`src/design/owdm_pkg.sv`:
```
// Package for the omni wheel drive mixer: word types, register codes and fixed constants.
`default_nettype none

package owdm_pkg;

    // Register indexes on the configuration port.
    localparam logic [2:0] CFG_ARM_LENGTH    = 3'd0;
    localparam logic [2:0] CFG_INV_RADIUS    = 3'd1;
    localparam logic [2:0] CFG_SPD_OFFSET    = 3'd2;
    localparam logic [2:0] CFG_PWM_PER_SPEED = 3'd3;
    localparam logic [2:0] CFG_PWM_FULL      = 3'd4;

    localparam logic [15:0] RST_ARM_LENGTH    = 16'd23593;
    localparam logic [15:0] RST_INV_RADIUS    = 16'd2560;
    localparam logic [15:0] RST_SPD_OFFSET    = 16'd256;
    localparam logic [23:0] RST_PWM_PER_SPEED = 24'd536981;
    localparam logic [15:0] RST_PWM_FULL      = 16'd65025;

    // sin(60 degrees) in Q0.16, kept positive in a signed 17 bit form.
    localparam logic signed [16:0] SIN60_Q16 = 17'sd56755;

    // Body term (Q.24) and wheel speed (Q.32) widths.
    localparam int TERM_W = 34;
    localparam int SPD_W  = 50;

    typedef struct packed {
        logic signed [15:0] vel_x;
        logic signed [15:0] vel_y;
        logic signed [15:0] yaw_rate;
    } t_in;

    typedef struct packed {
        logic [15:0] duty_one;
        logic [15:0] duty_two;
        logic [15:0] duty_three;
        logic        dir_one;
        logic        dir_two;
        logic        dir_three;
    } t_out;

    // Scaling registers shared by all three wheel lanes.
    typedef struct packed {
        logic [15:0] inv_radius;
        logic [15:0] spd_offset;
        logic [23:0] pwm_per_speed;
        logic [15:0] pwm_full;
    } t_lane_cfg;

    // Result of one wheel lane: duty and whether the speed was positive.
    typedef struct packed {
        logic [15:0] duty;
        logic        pos;
    } t_wheel;

endpackage

`default_nettype wire

```
`src/design/owdm_wheel.sv`:
```
// One wheel lane: speed scaling, magnitude, duty multiply and saturation over four stages.
`default_nettype none

module owdm_wheel (
    input  wire                              i_clk,
    input  wire                              i_en,
    input  wire logic signed [owdm_pkg::TERM_W-1:0] i_term,
    input  wire owdm_pkg::t_lane_cfg         i_cfg,
    output owdm_pkg::t_wheel                 o_res
);
    import owdm_pkg::*;

    logic signed [SPD_W:0]   n_u_full;
    logic signed [SPD_W-1:0] r_u;
    logic signed [SPD_W-1:0] n_neg;
    logic [SPD_W-2:0]        n_mag;
    logic [SPD_W-1:0]        n_s;
    logic [SPD_W-1:0]        r_s;
    logic                    r_zero4;
    logic                    r_pos4;
    logic [41:0]             r_hi;
    logic [55:0]             r_lo;
    logic                    r_zero5;
    logic                    r_pos5;
    logic [73:0]             n_wide;
    logic [33:0]             n_d;
    logic [15:0]             n_duty;
    logic [15:0]             r_duty;
    logic                    r_pos6;

    always_comb begin
        n_u_full = i_term * $signed({1'b0, i_cfg.inv_radius});
        n_neg    = -r_u;
        n_mag    = r_u[SPD_W-1] ? n_neg[SPD_W-2:0] : r_u[SPD_W-2:0];
        n_s      = {1'b0, n_mag} + {10'b0, i_cfg.spd_offset, 24'b0};
        // Product s * pwm_per_speed rebuilt from its two halves, then Q.40 dropped.
        n_wide   = {r_hi, 32'b0} + {18'b0, r_lo};
        n_d      = n_wide[73:40];
        if (r_zero5) begin
            n_duty = 16'd0;
        end else if (n_d > {18'b0, i_cfg.pwm_full}) begin
            n_duty = i_cfg.pwm_full;
        end else begin
            n_duty = n_d[15:0];
        end
    end

    always_ff @(posedge i_clk) begin
        if (i_en) begin
            r_u     <= n_u_full[SPD_W-1:0];
            r_s     <= n_s;
            r_zero4 <= (r_u == '0);
            r_pos4  <= !r_u[SPD_W-1] && (r_u != '0);
            r_hi    <= r_s[SPD_W-1:32] * i_cfg.pwm_per_speed;
            r_lo    <= r_s[31:0] * i_cfg.pwm_per_speed;
            r_zero5 <= r_zero4;
            r_pos5  <= r_pos4;
            r_duty  <= n_duty;
            r_pos6  <= r_pos5;
        end
    end

    assign o_res.duty = r_duty;
    assign o_res.pos  = r_pos6;

endmodule

`default_nettype wire

```
`config.mk`:
```
export PLATFORM = sky130hd
export DESIGN_NAME = owdm_wheel
export DESIGN_NICKNAME = d
export VERILOG_FILES = /design/src/design/owdm_pkg.sv /design/src/design/owdm_wheel.sv
export SDC_FILE = /design/constraint.sdc
export NUM_CORES = 2
export LEC_CHECK = 0
export BUFFER_PORTS_ARGS = -buffer_cell sky130_fd_sc_hd__buf_4
export CAP_MARGIN = 20
export CORE_MARGIN = 2
export CORE_UTILIZATION = 40
export DETAILED_ROUTE_END_ITERATION = 7
export GPL_TIMING_DRIVEN = 0
export PLACE_DENSITY = 0.58
export RECOVER_POWER = 25
export SYNTH_ARGS = -nofsm -noshare
export SYNTH_HDL_FRONTEND = slang
export SYNTH_SLANG_ARGS = --single-unit
```
`constraint.sdc`:
```
create_clock -name i_clk -period 14.3 [get_ports i_clk]
set_clock_uncertainty 0.2 [all_clocks]
set_input_delay 2.145 -clock i_clk [delete_from_list [all_inputs] [get_ports i_clk]]
set_output_delay 2.145 -clock i_clk [all_outputs]
set_load 0.01 [all_outputs]
```
; Word level (Yosys, flattened, before mapping)
; Index checks and enable logic that the tools add are counted.
[op_classes]
add_sub_neg = 3
multipliers = 3
order_cmp = 1
muxes = 2
n_reduce_logical = 4
[op_table]
columns = op, n
row1 = $add A74 B56 Y74, 1
row2 = $mul A32 B24 Y56, 1
row3 = $add A49 B40 Y50, 1
row4 = $logic_not A50 Y1, 1
row5 = $mul A34 B17 Y50, 1
row6 = $reduce_bool A50 Y1, 1
row7 = $mux W49, 1
row8 = $neg A49 Y49, 1
row9 = $mul A18 B24 Y42, 1
row10 = $gt A34 B16 Y1, 1
row11 = $mux W16, 1
row12 = $logic_and A1 B1 Y1, 1
row13 = $logic_not A1 Y1, 1
[word_totals]
register_bits = 219
in_bits = 108
out_inout_bits = 17
word_cells = 23

; Depth between registers and ports, before layout
[logic_depth]
depth_word = 3
depth_mapped = 27
ltp_nobuf = 25

; Worst setup path after synthesis
; OpenSTA, ideal clock, no wires.
[synth_path]
path_kind = in2reg
from = input port i_cfg[19] (netlist bit)
to = register r_lo[41] (data pin)
setup_time_ps = 259
arrival_ps = 8539
required_time_ps = 13841
slack_ps = 5302
stages = 26
n_path_buf = 2
path_cell_list = clkbuf_1 clkbuf_1 nand2_1 fa_1 inv_1 fa_1 inv_1 fa_1 fa_1 fa_1 inv_1 fa_1 inv_1 fa_1 inv_1 ha_1 and3_1 a221o_1 a21o_1 a41o_1 a31oi_1 a21oi_1 or2_2 a21o_1 a21oi_1 xnor2_1
[synth_via]
elab_chain_len = 1
[synth_rtl]
columns = element, line_no
row1 = "start, declared", owdm_wheel.sv:8  ; input wire owdm_pkg::t_lane_cfg i_cfg,
row2 = $mul A32 B24 Y56, owdm_wheel.sv:55  ; r_lo <= r_s[31:0] * i_cfg.pwm_per_speed;
row3 = "end signal, assigned", owdm_wheel.sv:55
row4 = "end, declared", owdm_wheel.sv:22  ; logic [55:0] r_lo;
; Every way passes these cells.
; A chain may end at the register's enable or synchronous reset.

; Final worst setup path
[layout_path]
from = input port i_cfg[16] (netlist bit)
to = register r_lo[48] (data pin)
; Same word-level chain as after synthesis.

==> metrics <==
CP max stage delay=0.94 ns; Worst-Margin Slew=6.13 ns; flop2flop setup slack=4.78 ns; crit path max fanout=10; Total Wirelength=216000 um; most frequent CP cell=fa_1; CP Capture Type=flop; remaining global-route overflow=0; Ports=125; Max Cap Violations=2; core area=163000 um2; CTS clk-pin slew, worst paths=0.07 ns; TritonRoute pass-1 iters=6; row count=148; met3 WL=20400 um; post-synthesis async set-or-reset flop share=0%; final hold violation count=0; wire length on met2=97400 um; clk sinks=187; Die ar.=167000 um2; Top Metal Used=met5; Layout area overhead=6.89%; ANT nets after route=0; CTS resizes=0; sequential area share after synthesis=8.57%; chip width=409 um; WS Path Type=in2reg; Setup crit start kind=input port; FMAX=88.7 MHz; setup violators final=0; # Post-CTS Setup Buffers=0; Netlist Area Pre-Place=65500 um2; GP Congestion=0.986; via count=49329; Synth area leader=fa_1; DRC=0; CP required=14.35 ns; nets=9393; Avg Cell Area, Syn=9.17 um2; synth top area cells=fa_1 46%, inv_1 9.8%, ha_1 8.9%; Tmin final=11.27 ns; Initial DRC Count=4184; failing checks=capacitance limit, slew limit; Worst-Skew Late Latency=0.49 ns; number of synthesized flops with an enable pin=187; number of global-route vias before repair=52582; via/cell ratio=5.20; starting density of the core=40.3%; Rel. slew slack=-309%; gr usage total=26.3%; Final HPWL DP=186000 um; syn_nets=9244; Mapped Cells=7146; Hold/Removal Path Class=reg2reg; status=finished with violations; ys flop type=edfxtp_1; Slew Viols, Final=190; M1 WL=86700 um; global-route wire length before repair=327000 um; Final Cycle Share=78.8%; Die Ht=409 um; Largest delay share family, worst path=adder cells; setup tns final=0 ns; Buf/Inv on CP=7; CP arrival=11.32 ns; layout cell share with drive strength beyond 1=2.64%; WL/cell=22.8 um; slowest cell on the critical path=clkbuf_1; initial antenna violation count=30; RSZ-0062 raised after global routing=no; cts hold-fix bufs=0; H-tree depth=4; count of cell types in the netlist=79; CTS tree=done; Synth Register Bits=187; Synth warnings=0; CTS Buf Count=17; top cell type's share of synthesized area=46.5%; CTS Root Cell=clkbuf_16; largest net degree at the start of global routing=125; Max clock buf depth=2; number of port buffers=96
==> per-layer routing <==
metal | GRT usage, % | vias up
met2 | 41.5 | 2139
met5 | 0 | -
li1 | - | 21436
met1 | 34.8 | 25285
met4 | 11.5 | 22
met3 | 5.83 | 447
==> cells by family after synthesis <==
| kind of cell | share of synthesized area [%] |
|---|---|
| AOI/OAI and AO/OA | 5.15 |
| xor gates and xnor gates | 2.66 |
| adders and majority gates | 55.4 |
| buffers and inverters | 11.8 |
| DFF | 8.57 |
| muxes | 0.0458 |
| and+or+nand+nor | 16.4 |
==> cells in the final DEF, fill, tap and decap left out, drive strengths merged, types with 21 or more instances in the layout <==
master and count:
inv 1712, fa 1522, nand2 1101, and2 755, ha 468, clkbuf 355, edfxtp 187, xnor2 152
a21oi 151, buf 138, o21ai 106, nor2 96, a21o 79, nand3 61, xor2 47, nor3 39
nand4 29, o31ai 27, and3 25, nor2b 22, nand2b 21
==> stage by stage <==
| step | hold WS [ns] | instance area (um2) | utilization [%] | std cells | worst slack (ns) |
|---|---|---|---|---|---|
| after detailed placement | 0.206 | 69400 | 42.7 | 9446 | 2.39 |
| after CTS | 0.226 | 70000 | 43.0 | 9478 | 2.91 |
| after floorplan | 0.200 | 65500 | - | 7146 | 5.30 |
| final | 0.222 | 70100 | 43.0 | 9492 | 3.03 |
| after global placement | 0.208 | 69000 | 42.4 | 9417 | 1.49 |
| after global routing | 0.230 | 70000 | 43.0 | 9485 | 2.73 |
==> path summary, 6_finish.rpt <==
check                    start                  to  cells past startpoint
min           r_pos4$_DFFE_PP_    r_pos5$_DFFE_PP_                      0
min reg2reg   r_pos4$_DFFE_PP_    r_pos5$_DFFE_PP_                      0
max                  i_cfg[16]  r_lo[48]$_DFFE_PP_                     26
max reg2reg  r_s[15]$_DFFE_PP_  r_lo[48]$_DFFE_PP_                     24
==> final cells by class <==
cell class                 instances  area, um2
clock buffer                      17        425
antenna                            9       22.5
timing repair buffer             130       1180
fill                           16041      92700
buffer                           348       1330
multi-input combinational       4907      52200
tap                             2175       2720
inverter                        1704       6400
clock inverter                    15        174
sequential                       187       5620
==> cells in the mapped netlist (all sizes together) (10+ instances only) <==
master / number
a21o: 79
o21ai: 106
nor2b: 22
nand2: 1101
a21oi: 151
xor2: 47
inv: 1704
nor3: 39
nand3: 61
edfxtp: 187
o21a: 16
buf: 16
and3: 25
ha: 468
xnor2: 152
nand4: 29
o21bai: 19
and2: 755
clkbuf: 332
o41ai: 10
fa: 1522
a31oi: 16
nor2: 96
nand2b: 21
a211oi: 17
o31ai: 27
==> registers in the layout, summed over array words and instances, names as in the netlist <==
name     flops
r_pos4       1
r_s         50
r_hi        42
r_zero5      1
r_duty      16
r_zero4      1
r_pos5       1
r_pos6       1
r_lo        24
r_u         50
Power is not shown: default switching activity piles up to over one toggle a cycle in this logic, so the estimate is an artifact.
